File: config.mk
export PLATFORM = sky130hd
export DESIGN_NAME = modbus_request_match_link_watch_core_flat
export DESIGN_NICKNAME = d
export VERILOG_FILES = /design/src/rtl/mrlw_pkg.sv /design/src/rtl/mrlw_in_if.sv /design/src/rtl/mrlw_out_if.sv /design/src/rtl/mrlw_cfg_if.sv /design/src/rtl/mrlw_cell.sv /design/src/rtl/mrlw_link_monitor.sv /design/src/rtl/modbus_request_match_link_watch_core.sv /design/src/flat_wrapper.sv
export SDC_FILE = /design/constraint.sdc
export NUM_CORES = 1
export LEC_CHECK = 0
export BUFFER_PORTS_ARGS = -buffer_cell sky130_fd_sc_hd__buf_2
export CAP_MARGIN = 20
export CORE_UTILIZATION = 39
export DETAILED_ROUTE_END_ITERATION = 7
export PLACE_DENSITY = 0.59
export SLEW_MARGIN = 40
export SYNTH_ARGS = -nofsm -noshare
export SYNTH_HDL_FRONTEND = slang
export SYNTH_HIERARCHICAL = 1
export SYNTH_SLANG_ARGS = --single-unit
File: constraint.sdc
create_clock -name clk -period 7.2 [get_ports clk]
set_input_delay 0 -clock clk [delete_from_list [all_inputs] [get_ports clk]]
set_output_delay 0 -clock clk [all_outputs]
set_load 0.02 [all_outputs]
File: src/rtl/mrlw_pkg.sv
`timescale 1ns / 1ps
// ----------------------------------------------------------------------------
// mrlw_pkg: shared types and constants of the Modbus request link watch
// Command codes, register indexes, the window cell record, the status and
// event records between the top level and the link monitor, and the
// byte-wide CRC-16 (Modbus) update.
// ----------------------------------------------------------------------------
package mrlw_pkg;

  // Window and frame sizing
  localparam int WINDOW_BYTES       = 8;
  localparam int CRC_CELLS          = 6;   // cells that fold the new byte into a CRC
  localparam int FRAME_BUFFER_BYTES = 128;
  localparam int COUNT_W            = 8;
  localparam int CFG_INDEX_W        = 3;
  localparam int CFG_DATA_W         = 16;

  localparam logic [15:0] CRC_INIT = 16'hFFFF;
  localparam logic [15:0] CRC_POLY = 16'hA001;

  // Register reset values
  localparam logic [7:0]  DEV_ADDR_RST   = 8'h01;
  localparam logic [7:0]  FUNC_CODE_RST  = 8'h03;
  localparam logic [15:0] START_WORD_RST = 16'h1000;
  localparam logic [15:0] COUNT_WORD_RST = 16'h0700;
  localparam logic [7:0]  ERR_LIMIT_RST  = 8'd10;
  localparam logic [7:0]  TIMEOUT_RST    = 8'd100;

  typedef enum logic [1:0] {
    CMD_BYTE = 2'd0,
    CMD_EOF  = 2'd1,
    CMD_TICK = 2'd2,
    CMD_NONE = 2'd3
  } cmd_t;

  typedef enum logic [CFG_INDEX_W-1:0] {
    REG_DEV_ADDR   = 3'd0,
    REG_FUNC_CODE  = 3'd1,
    REG_START_WORD = 3'd2,
    REG_COUNT_WORD = 3'd3,
    REG_ERR_LIMIT  = 3'd4,
    REG_TIMEOUT    = 3'd5
  } reg_index_t;

  // One window cell: the byte it holds and the CRC of the bytes behind it
  typedef struct packed {
    logic [7:0]  octet;
    logic [15:0] crc;
  } cell_t;

  // Frame status from the link monitor
  typedef struct packed {
    logic               byte_room;    // frame buffer not yet full
    logic               window_full;  // next byte brings the frame to eight bytes or more
    logic [COUNT_W-1:0] byte_count;
  } frame_status_t;

  // Accepted word as seen by the link monitor
  typedef struct packed {
    logic accept;
    cmd_t cmd;
    logic window_hit;
  } frame_event_t;

  // Fold one byte into a CRC-16 (Modbus, reflected)
  function automatic logic [15:0] crc16_byte(input logic [15:0] crc_in,
                                             input logic [7:0]  data);
    logic [15:0] c;
    c = crc_in ^ {8'h00, data};
    for (int b = 0; b < 8; b++) begin
      if (c[0]) begin
        c = (c >> 1) ^ CRC_POLY;
      end else begin
        c = c >> 1;
      end
    end
    return c;
  endfunction

endpackage

File: src/rtl/mrlw_in_if.sv
`timescale 1ns / 1ps
// ----------------------------------------------------------------------------
// mrlw_in_if: input word channel
// Valid/ready channel carrying a command and a received byte.
// ----------------------------------------------------------------------------
interface mrlw_in_if;
  logic       valid;
  logic       ready;
  logic [1:0] command;
  logic [7:0] data_byte;

  modport source (output valid, output command, output data_byte, input ready);
  modport sink   (input valid, input command, input data_byte, output ready);
endinterface

File: src/rtl/mrlw_out_if.sv
`timescale 1ns / 1ps
// ----------------------------------------------------------------------------
// mrlw_out_if: result word channel
// Valid/ready channel carrying the match flag and the link flag.
// ----------------------------------------------------------------------------
interface mrlw_out_if;
  logic valid;
  logic ready;
  logic frame_matched;
  logic link_up;

  modport source (output valid, output frame_matched, output link_up, input ready);
  modport sink   (input valid, input frame_matched, input link_up, output ready);
endinterface

File: src/rtl/mrlw_cfg_if.sv
`timescale 1ns / 1ps
// ----------------------------------------------------------------------------
// mrlw_cfg_if: configuration write channel
// Valid/ready channel carrying a register index and write data.
// ----------------------------------------------------------------------------
interface mrlw_cfg_if;
  import mrlw_pkg::*;
  logic                   valid;
  logic                   ready;
  logic [CFG_INDEX_W-1:0] index;
  logic [CFG_DATA_W-1:0]  data;

  modport source (output valid, output index, output data, input ready);
  modport sink   (input valid, input index, input data, output ready);
endinterface

File: src/rtl/mrlw_cell.sv
`timescale 1ns / 1ps
// ----------------------------------------------------------------------------
// mrlw_cell: one cell of the byte window chain
// Takes the byte of its left neighbour on each shift and either folds the
// incoming byte into the neighbour's CRC or passes that CRC on unchanged.
// ----------------------------------------------------------------------------
module mrlw_cell
  import mrlw_pkg::*;
(
  input  logic       clk,
  input  logic       shift_en,
  input  logic       calc_en,
  input  logic [7:0] data_byte,
  input  cell_t      left_in,
  output cell_t      cell_r
);

  cell_t cell_nxt;

  // Fold the new byte, or hand the neighbour's CRC along as a delay
  always_comb begin
    cell_nxt.octet = left_in.octet;
    cell_nxt.crc   = calc_en ? crc16_byte(left_in.crc, data_byte) : left_in.crc;
  end

  // Shift on every accepted byte of a frame while the frame buffer has room
  always_ff @(posedge clk) begin
    if (shift_en) begin
      cell_r <= cell_nxt;
    end
  end

endmodule

File: src/rtl/mrlw_link_monitor.sv
`timescale 1ns / 1ps
// ----------------------------------------------------------------------------
// mrlw_link_monitor: frame and link supervision
// Counts frame bytes, latches a window hit, counts failed frames and idle
// ticks and keeps the link flag. Gives the result of each accepted word.
// ----------------------------------------------------------------------------
module mrlw_link_monitor
  import mrlw_pkg::*;
(
  input  logic          clk,
  input  logic          rst_n,
  input  frame_event_t  evt,
  input  logic [7:0]    error_limit,
  input  logic [7:0]    timeout_ticks,
  output frame_status_t status,
  output logic          matched_nxt,
  output logic          link_nxt
);

  localparam logic [COUNT_W-1:0] BUF_LIMIT  = COUNT_W'(FRAME_BUFFER_BYTES);
  localparam logic [COUNT_W-1:0] FULL_MARK  = COUNT_W'(WINDOW_BYTES - 1);

  logic [COUNT_W-1:0] count_r, count_nxt;
  logic               seen_r, seen_nxt;
  logic [7:0]         failed_r, failed_nxt;
  logic [7:0]         idle_r, idle_nxt;
  logic               link_r;

  assign status.byte_room   = (count_r < BUF_LIMIT);
  assign status.window_full = (count_r >= FULL_MARK);
  assign status.byte_count  = count_r;

  // Work out the next state for the accepted word
  always_comb begin
    count_nxt   = count_r;
    seen_nxt    = seen_r;
    failed_nxt  = failed_r;
    idle_nxt    = idle_r;
    link_nxt    = link_r;
    matched_nxt = 1'b0;
    case (evt.cmd)
      CMD_BYTE: begin
        if (status.byte_room) begin
          count_nxt = count_r + 1'b1;
          if (status.window_full && evt.window_hit) begin
            seen_nxt = 1'b1;
          end
        end
      end
      CMD_EOF: begin
        if (seen_r) begin
          failed_nxt  = '0;
          link_nxt    = 1'b1;
          matched_nxt = 1'b1;
        end else begin
          if (failed_r != 8'hFF) begin
            failed_nxt = failed_r + 1'b1;
          end
          if (failed_nxt > error_limit) begin
            link_nxt = 1'b0;
          end
        end
        count_nxt = '0;
        seen_nxt  = 1'b0;
        idle_nxt  = '0;
      end
      CMD_TICK: begin
        if (idle_r != 8'hFF) begin
          idle_nxt = idle_r + 1'b1;
        end
        if (idle_nxt > timeout_ticks) begin
          link_nxt = 1'b0;
        end
      end
      default: begin
      end
    endcase
  end

  // Commit on accept
  always_ff @(posedge clk) begin
    if (!rst_n) begin
      count_r  <= '0;
      seen_r   <= 1'b0;
      failed_r <= '0;
      idle_r   <= '0;
      link_r   <= 1'b0;
    end else if (evt.accept) begin
      count_r  <= count_nxt;
      seen_r   <= seen_nxt;
      failed_r <= failed_nxt;
      idle_r   <= idle_nxt;
      link_r   <= link_nxt;
    end
  end

endmodule

File: src/rtl/modbus_request_match_link_watch_core.sv
`timescale 1ns / 1ps
// ----------------------------------------------------------------------------
// modbus_request_match_link_watch_core: Modbus RTU request watch, top level
// Byte window chain, request compare, link monitor and result register.
// ----------------------------------------------------------------------------
// Each input word (received byte, end of frame or time tick) gives exactly one
// registered result word, and the block takes one word per clock cycle: the
// result register is reloaded in the same cycle it is drained, so input ready
// only falls while a result waits unread. The CRC-16 of every six-byte span is
// built up across a chain of eight window cells, the first six folding one
// byte per shift, so the request check at each byte compares the registered
// cells and the incoming byte with the configured address, function code,
// start and count words and the CRC. Configuration writes are always accepted
// and take effect on the next word; write them only while the block is idle.
// ----------------------------------------------------------------------------
module modbus_request_match_link_watch_core
  import mrlw_pkg::*;
(
  input  logic        clk,
  input  logic        rst_n,
  mrlw_in_if.sink     in_chan,
  mrlw_out_if.source  out_chan,
  mrlw_cfg_if.sink    cfg_chan
);

  // Configuration registers
  logic [7:0]  dev_addr_r;
  logic [7:0]  func_code_r;
  logic [15:0] start_word_r;
  logic [15:0] count_word_r;
  logic [7:0]  err_limit_r;
  logic [7:0]  timeout_r;

  assign cfg_chan.ready = 1'b1;

  // Write at most one register per accepted config word
  always_ff @(posedge clk) begin
    if (!rst_n) begin
      dev_addr_r   <= DEV_ADDR_RST;
      func_code_r  <= FUNC_CODE_RST;
      start_word_r <= START_WORD_RST;
      count_word_r <= COUNT_WORD_RST;
      err_limit_r  <= ERR_LIMIT_RST;
      timeout_r    <= TIMEOUT_RST;
    end else if (cfg_chan.valid) begin
      case (cfg_chan.index)
        REG_DEV_ADDR:   dev_addr_r   <= cfg_chan.data[7:0];
        REG_FUNC_CODE:  func_code_r  <= cfg_chan.data[7:0];
        REG_START_WORD: start_word_r <= cfg_chan.data;
        REG_COUNT_WORD: count_word_r <= cfg_chan.data;
        REG_ERR_LIMIT:  err_limit_r  <= cfg_chan.data[7:0];
        REG_TIMEOUT:    timeout_r    <= cfg_chan.data[7:0];
        default: begin
        end
      endcase
    end
  end

  // Input handshake
  logic in_accept;
  logic out_valid_r;
  logic matched_r, link_r;
  logic matched_nxt, link_nxt;

  assign in_chan.ready = !out_valid_r || out_chan.ready;
  assign in_accept     = in_chan.valid && in_chan.ready;

  frame_status_t status;
  frame_event_t  evt;
  logic          shift_en;

  assign shift_en = in_accept && (cmd_t'(in_chan.command) == CMD_BYTE) && status.byte_room;

  // Window chain: cell 0 holds the newest byte
  cell_t cells [WINDOW_BYTES];
  cell_t lefts [WINDOW_BYTES];

  assign lefts[0] = '{octet: in_chan.data_byte, crc: CRC_INIT};

  for (genvar k = 0; k < WINDOW_BYTES; k++) begin : g_cell
    if (k > 0) begin : g_link
      assign lefts[k] = cells[k-1];
    end
    mrlw_cell u_cell (
      .clk       (clk),
      .shift_en  (shift_en),
      .calc_en   (1'(k < CRC_CELLS)),
      .data_byte (in_chan.data_byte),
      .left_in   (lefts[k]),
      .cell_r    (cells[k])
    );
  end

  // Compare the window as it will stand after this byte; cell 6 carries the
  // CRC of the six bytes that then open it
  logic window_hit;

  always_comb begin
    window_hit = (cells[6].octet == dev_addr_r)
              && (cells[5].octet == func_code_r)
              && ({cells[3].octet, cells[4].octet} == start_word_r)
              && ({cells[1].octet, cells[2].octet} == count_word_r)
              && ({in_chan.data_byte, cells[0].octet} == cells[6].crc);
  end

  assign evt.accept     = in_accept;
  assign evt.cmd        = cmd_t'(in_chan.command);
  assign evt.window_hit = window_hit;

  mrlw_link_monitor u_monitor (
    .clk           (clk),
    .rst_n         (rst_n),
    .evt           (evt),
    .error_limit   (err_limit_r),
    .timeout_ticks (timeout_r),
    .status        (status),
    .matched_nxt   (matched_nxt),
    .link_nxt      (link_nxt)
  );

  // Result register: load on accept, drop once taken
  always_ff @(posedge clk) begin
    if (!rst_n) begin
      out_valid_r <= 1'b0;
    end else if (in_accept) begin
      out_valid_r <= 1'b1;
    end else if (out_chan.ready) begin
      out_valid_r <= 1'b0;
    end
  end

  always_ff @(posedge clk) begin
    if (in_accept) begin
      matched_r <= matched_nxt;
      link_r    <= link_nxt;
    end
  end

  assign out_chan.valid         = out_valid_r;
  assign out_chan.frame_matched = matched_r;
  assign out_chan.link_up       = link_r;

  // Checks
  a_match_means_link: assert property (@(posedge clk) disable iff (!rst_n)
    out_valid_r && matched_r |-> link_r)
    else $error("match reported without link up");

  a_count_bounded: assert property (@(posedge clk) disable iff (!rst_n)
    status.byte_count <= COUNT_W'(FRAME_BUFFER_BYTES))
    else $error("frame byte count beyond buffer");

  a_eof_clears_count: assert property (@(posedge clk) disable iff (!rst_n)
    in_accept && (cmd_t'(in_chan.command) == CMD_EOF) |=> status.byte_count == '0)
    else $error("end of frame did not clear byte count");

  a_stall_holds_result: assert property (@(posedge clk) disable iff (!rst_n)
    out_valid_r && !out_chan.ready |=> out_valid_r && $stable(matched_r) && $stable(link_r))
    else $error("result changed while stalled");

  a_short_frame_no_match: assert property (@(posedge clk) disable iff (!rst_n)
    in_accept && (cmd_t'(in_chan.command) == CMD_EOF)
      && (status.byte_count < COUNT_W'(WINDOW_BYTES)) |=> !matched_r)
    else $error("short frame reported as matched");

endmodule
File: src/flat_wrapper.sv
// flat-port wrapper written by rule: the top's interface ports become plain ports
module modbus_request_match_link_watch_core_flat import mrlw_pkg::*;
  (clk, rst_n, in_chan_valid, in_chan_command, in_chan_data_byte, in_chan_ready, out_chan_valid, out_chan_frame_matched, out_chan_link_up, out_chan_ready, cfg_chan_valid, cfg_chan_index, cfg_chan_data, cfg_chan_ready);
  mrlw_in_if in_chan_i ();
  mrlw_out_if out_chan_i ();
  mrlw_cfg_if cfg_chan_i ();
  input  logic clk;
  input  logic rst_n;
  input wire logic [$bits(in_chan_i.valid)-1:0] in_chan_valid;
  input wire logic [$bits(in_chan_i.command)-1:0] in_chan_command;
  input wire logic [$bits(in_chan_i.data_byte)-1:0] in_chan_data_byte;
  output wire logic [$bits(in_chan_i.ready)-1:0] in_chan_ready;
  output wire logic [$bits(out_chan_i.valid)-1:0] out_chan_valid;
  output wire logic [$bits(out_chan_i.frame_matched)-1:0] out_chan_frame_matched;
  output wire logic [$bits(out_chan_i.link_up)-1:0] out_chan_link_up;
  input wire logic [$bits(out_chan_i.ready)-1:0] out_chan_ready;
  input wire logic [$bits(cfg_chan_i.valid)-1:0] cfg_chan_valid;
  input wire logic [$bits(cfg_chan_i.index)-1:0] cfg_chan_index;
  input wire logic [$bits(cfg_chan_i.data)-1:0] cfg_chan_data;
  output wire logic [$bits(cfg_chan_i.ready)-1:0] cfg_chan_ready;
  assign in_chan_i.valid = in_chan_valid;
  assign in_chan_i.command = in_chan_command;
  assign in_chan_i.data_byte = in_chan_data_byte;
  assign in_chan_ready = in_chan_i.ready;
  assign out_chan_valid = out_chan_i.valid;
  assign out_chan_frame_matched = out_chan_i.frame_matched;
  assign out_chan_link_up = out_chan_i.link_up;
  assign out_chan_i.ready = out_chan_ready;
  assign cfg_chan_i.valid = cfg_chan_valid;
  assign cfg_chan_i.index = cfg_chan_index;
  assign cfg_chan_i.data = cfg_chan_data;
  assign cfg_chan_ready = cfg_chan_i.ready;
  modbus_request_match_link_watch_core u_core (.clk(clk), .rst_n(rst_n), .in_chan(in_chan_i), .out_chan(out_chan_i), .cfg_chan(cfg_chan_i));
endmodule
### After elaboration in Yosys (flattened, before gate mapping)

Index checks and enable logic that the tools add are counted.

| storage, ports and cells | value |
|---|---|
| register bits after elaboration | 261 |
| input port bits | 34 |

| operators by class | value |
|---|---|
| add/subtract/negate cells | 3 |
| $lt $le $gt $ge | 4 |
| equality and inequality tests | 16 |
| mux-type cells | 67 |
| bitwise gates (word level) | 54 |
| reductions and logical operators | 25 |

Operators by type and width:

| operator | number |
|---|---|
| 16-bit two-way mux | 42 |
| 2-bit NOT with 3-bit output | 48 |
| 14-bit two-way mux | 6 |
| 16-bit by 8-bit XOR with 16-bit output | 5 |
| 8-bit two-way mux | 7 |
| 16-bit == test | 3 |
| 8-bit one-hot mux with 2 select lines | 2 |
| 8-bit by 1-bit adder with 8-bit output (second input constant) | 3 |
| 8-bit == test | 2 |
| 8-bit > comparator | 2 |
| 8-bit != test (second input constant) | 2 |
| 8-bit NOT with 16-bit output | 1 |
| 2-bit AND reduction | 8 |
| 8-bit by 3-bit greater-or-equal comparator with 1-bit output (second input constant) | 1 |
| 1-bit logical AND | 8 |
| 8-bit less-than comparator (second input constant) | 1 |
| 1-bit two-way mux | 8 |
| 3-bit by 2-bit == test with 1-bit output (second input constant) | 2 |
| 3-bit == test (second input constant) | 2 |
| 2-bit nonzero test | 3 |
| 1-bit one-hot mux with 2 select lines | 2 |
| 4-bit AND reduction | 1 |
| 3-bit by 1-bit == test with 1-bit output (second input constant) | 1 |
| 3-bit zero test | 1 |
| other kinds (8) | 8 |

### Depth between registers and ports, before layout

| depth | value |
|---|---|
| depth in word-level cells | 17 |
| mapped depth | 11 |
| gate-level depth less buffers | 11 |

### Hierarchy

Netlist, hierarchy kept.

Modules (own cells, without submodules):

| module | instances | cells an instance | area each (um2) |
|---|---|---|---|
| mrlw_cell | 7 | 70 | 1107.3 |
| modbus_request_match_link_watch_core | 1 | 385 | 3236.9 |
| mrlw_link_monitor | 1 | 255 | 2009.4 |

### Least setup slack after synthesis

No wires, ideal clock.

| path | value |
|---|---|
| kind | register to register |
| start | reg u_core.out_valid_r, in the netlist u_core/out_chan.valid |
| end | reg u_core/g_cell[0].u_cell/cell_r[0] (netlist name) (enable) |
| setup time | 549 ps |
| arrival | 4837 ps |
| data required time | 6651 ps |
| slack | 1814 ps |
| cell stages (with the launch flop) | 4 |
| path buffers | 0 |
| path through | dfxtp_1 > nand2b_1 > and2_1 > and3_1 |

| between the ends | value |
|---|---|
| longest elaborated chain between the ends | 5 |

RTL lines:

| element | RTL line | text |
|---|---|---|
| start, declared | modbus_request_match_link_watch_core.sv:61 | `logic out_valid_r;` |
| start signal, assigned | modbus_request_match_link_watch_core.sv:124 | `out_valid_r <= 1'b0;` |
| start signal, assigned | modbus_request_match_link_watch_core.sv:126 | `out_valid_r <= 1'b1;` |
| start signal, assigned | modbus_request_match_link_watch_core.sv:128 | `out_valid_r <= 1'b0;` |
| 1-bit zero test | modbus_request_match_link_watch_core.sv:65 | `assign in_chan.ready = !out_valid_r \|\| out_chan.ready;` |
| 1-bit logical OR | modbus_request_match_link_watch_core.sv:65 |  |
| named net in_chan_ready | flat_wrapper.sv:12 | `output wire logic [$bits(in_chan_i.ready)-1:0] in_chan_ready;` |
| 1-bit logical AND | modbus_request_match_link_watch_core.sv:66 | `assign in_accept = in_chan.valid && in_chan.ready;` |
| named net u_core.in_accept | modbus_request_match_link_watch_core.sv:60 | `logic in_accept;` |
| 1-bit logical AND (2 in series) | modbus_request_match_link_watch_core.sv:72 | `assign shift_en = in_accept && (cmd_t'(in_chan.command) == CMD_BYTE) && status.byte_room;` |
| named net u_core.shift_en | modbus_request_match_link_watch_core.sv:70 | `logic shift_en;` |
| end signal, assigned | mrlw_cell.sv:29 | `cell_r <= cell_nxt;` |
| end, declared | mrlw_cell.sv:15 | `output cell_t cell_r` |

The timed path passes the listed nets, and every way through them passes these cells.
A chain may end at the register's enable or synchronous reset.

### Worst setup path in the final report

| path | value |
|---|---|
| start | reg u_core.u_monitor.failed_r[0] |
| end | reg u_core.link_r, in the netlist u_core/out_chan.link_up (data pin) |

| between the ends | value |
|---|---|
| longest elaborated chain between the ends | 8 |
| elaborated cells between the ends (all ways) | 9 |

RTL lines:

| element | RTL line | text |
|---|---|---|
| start, declared | mrlw_link_monitor.sv:25 | `logic [7:0] failed_r, failed_nxt;` |
| start signal, assigned | mrlw_link_monitor.sv:91 | `failed_r <= failed_nxt;` |
| 8-bit by 1-bit adder with 8-bit output / 8-bit != test (equally long branches) | mrlw_link_monitor.sv:57, mrlw_link_monitor.sv:56 |  |
| 8-bit two-way mux (*) | mrlw_link_monitor.sv:56 | `if (failed_r != 8'hFF) begin` |
| 8-bit two-way mux (*) | mrlw_link_monitor.sv:51 | `if (seen_r) begin` |
| 8-bit two-way mux (*) | mrlw_link_monitor.sv:41 | `case (evt.cmd)` |
| 8-bit > comparator (*) | mrlw_link_monitor.sv:59 | `if (failed_nxt > error_limit) begin` |
| 1-bit two-way mux (*) | mrlw_link_monitor.sv:59 |  |
| 1-bit two-way mux (*) | mrlw_link_monitor.sv:51 |  |
| 1-bit one-hot mux with 2 select lines (*) | mrlw_link_monitor.sv:41 |  |
| named net u_core.link_nxt | modbus_request_match_link_watch_core.sv:63 | `logic matched_nxt, link_nxt;` |
| end signal, assigned | modbus_request_match_link_watch_core.sv:135 | `link_r <= link_nxt;` |
| end, declared | modbus_request_match_link_watch_core.sv:62 | `logic matched_r, link_r;` |

Mark *: on every way through the listed nets, which the timed path passes. The rest lies on a longest branch. The select of a mux whose other input is x is not followed.

==> metrics.csv <==
stage;metric;value;unit
die;fp.dieH;184.5;um
setup_path;reg2reg_slack;4.34;ns
logic_synthesis;synth_cells;1129;
sta;hold_ws;-0.02391;ns
setup_path;rr_worst_depth;10;
setup_path;r2r_start;u_core/u_monitor/failed_r[0];
sta;fmax;350.2;MHz
flow_run;max_cap_viol_count;0;
layout;layout-drive-gt1-share;0.1292;
status;outcome;complete, but fails checks;
place;globalplace.congestion;0.8062;
layout;multi_input_area;0.006053;sq mm
setup_path;worst_path_most_repeated_cell;ha_1;
setup_path;critPathRequiredTime;7.63;ns
layout;nets;1319;
place;dp_hpwl;19010;um
global_routing;grt_use_total;0.1637;
die;num_rows;66;
die;die_w;184.5;um
setup_path;arrival;3.28;ns
setup_path;critPathCaptureType;register;
logic_synthesis;synth_area_per_cell;11.51;sq um
global_routing;grt_pass1_wl;43350;um
sta;period_minus_slack;2.856;ns
logic_synthesis;ys_warn_count;6;
route;drtAntennaViolNets;0;
sta;grt_setup_unrepaired;no;
route;first_iter_violations;365;
setup_path;critPathKind;register to register;
global_routing;grt_start_max_net_pins;92;
sta;finalCritPeriodShare;0.3966;
global_routing;antenna_found_initial;0;
sta;hold_viol;8;
setup_path;slowest_stage;a2111oi_0;
clocking;clockBufferDepth;3;
layout;nFillCells;2982;
sta;skew;0.03249;ns
sta;setup_viol;0;
clocking;cts_setup_buffers;0;
route;drc;0;
power;ir_worst_vdd;177.1;uV
place;io_buffers;37;
clocking;path_clk_slew;0.06;ns
layout;fin_area;0.01509;sq mm
layout;diodes;0;
setup_path;r2r-end;u_core/out_chan.link_up;
die;start_util;0.3984;
global_routing;overflow;0;
die;fp.dieArea;0.03405;sq mm
route;firstDrtPassIters;5;
power;p_per_area;241.3;mW/mm^2
setup_path;cp_max_fo;6;
die;io_pins;39;
clocking;cts_buffers;29;
min_path;hold_depth;3;
sta;report.final.slew_viol_count;0;
clocking;clock-sinks;261;
global_routing;grt_pass1_vias;8423;
power;p_leak;5.548;nW
setup_path;start_kind;register;
status;violations;negative hold slack;
route;vias_per_cell;4.741;
route;vias;8188;
sta;tns;0;ns
die;core;0.03262;sq mm
min_path;holdPathEnd;u_core/count_word_r[10];
setup_path;cpLargestDelayFamily;simple AND/OR/NAND/NOR gates;
clocking;h-tree-depth;1;
setup_path;crit_path_max_incr_delay;0.48;ns
clocking;cts_tree;done;
route;wirelength;27310;um
sta;tightest_slew;0.8276;ns
logic_synthesis;synth_area;0.01299;sq mm
min_path;hold_path.startpoint;rst_n;
min_path;hp-class;input pin to register;
setup_path;crit_buf_inv;0;
clocking;clock_latency;0.57;ns
sta;slew_headroom;0.4462;
setup_path;cp_cell_sequence;ha_1 > nand2_1 > nor3_4 > mux2_2 > ha_1 > nand3_1 > o221ai_1 > a2111oi_0 > a211oi_1 > nor2_1;
route;wire_per_inst;15.81;um
clocking;root_buffer;clkbuf_16;
place;placed_cell_area;0.01385;sq mm
layout;seq_area;0.006927;sq mm
layout;area_delta_synth_final;16.15;%
## worst max-delay path by stage
stage	end	start	slack (ns)	depth (start not counted)
floorplan	u_core/g_cell[0].u_cell/cell_r[0]	u_core/out_chan.valid	1.81	3
global placement	u_core/g_cell[0].u_cell/cell_r[7]	u_core/out_chan.valid	4.29	4
detailed placement	u_core/out_chan.link_up	u_core/u_monitor/failed_r[0]	4.32	10
CTS	u_core/out_chan.link_up	u_core/u_monitor/failed_r[0]	4.29	10
global route	u_core/out_chan.link_up	u_core/u_monitor/failed_r[0]	4.03	10
finish	u_core/out_chan.link_up	u_core/u_monitor/failed_r[0]	4.34	10
## worst register-to-register path: cells and delay by family (launching register included)
family | cells | cell delay (ns)
AOI/OAI and AO/OA | 3 | 0.72
adders and majority gates | 2 | 0.51
DFF | 1 | 0.40
muxes | 1 | 0.38
and+or+nand+nor | 4 | 0.72
## metal layers
metal  track usage  share of wire  vias up
li1              -              -     4156
met1        0.1886           0.42     3887
met2        0.3146           0.53      104
met3       0.01917          0.022       41
met4       0.04600          0.023        0
met5             0              0        -
## sequential cells by signal (all words and copies together) (netlist names)
| name | count |
|---|---|
| u_core/timeout_r | 8 |
| u_core/count_word_r | 16 |
| u_core/u_monitor/seen_r | 1 |
| u_core/u_monitor/link_r | 1 |
| u_core/start_word_r | 16 |
| u_core/u_monitor/failed_r | 8 |
| u_core/func_code_r | 8 |
| u_core/out_chan.frame_matched | 1 |
| u_core/u_monitor/idle_r | 8 |
| u_core/dev_addr_r | 8 |
| u_core/out_chan.valid | 1 |
| u_core/err_limit_r | 8 |
| u_core/out_chan.link_up | 1 |
| u_core/g_cell.u_cell/cell_r | 168 |
| u_core/u_monitor/count_r | 8 |
## stage by stage
| step | setup WS [ns] | power (mW) | instances | utilization | hold slack (ns) |
|---|---|---|---|---|---|
| floorplan | 1.814 | 2.119 | 1195 | - | 0.09887 |
| global placement | 4.295 | 2.219 | 1641 | 0.4242 | 0.2366 |
| detailed placement | 4.320 | 2.226 | 1642 | 0.4246 | 0.2412 |
| CTS | 4.290 | 3.678 | 1727 | 0.4626 | 0.07768 |
| global route | 4.033 | 3.783 | 1727 | 0.4627 | 0.02262 |
| finish | 4.344 | 3.642 | 1727 | 0.4627 | -0.02391 |
## placed cells by master, fill, tap and decap left out, types with 30 or more instances in the layout
cell           instances
a21oi_1               65
a21boi_1              30
buf_2                 37
xor2_1               100
edfxtp_1             170
nand2_1              153
xnor2_1              109
mux2_2                58
nor2_1                76
dfxtp_1               91
dlygate4sd3_1         32
conb_1                68
## where the power goes
group / switching, mW / internal, mW / total, mW
logic: 0.254 / 0.268 / 0.522
clock network: 0.587 / 0.846 / 1.43
registers: 0.0262 / 1.66 / 1.69
## final cells by class
type	instances	share of cell area
flip-flops and latches	261	0.4590
multi-input cells	872	0.4011
clock buffers	43	0.05356
well taps	442	0.03664
repair buffers	73	0.03598
clock inverters	10	0.007296
inverters	26	0.006467
## timing repair
action                                  CTS  global route
resized for setup                         0             0
endpoints found under the setup margin    0             0
hold buffers                             32             0
endpoints found under the hold margin    73             0
No activity file was read; power rests on OpenSTA's default activity.
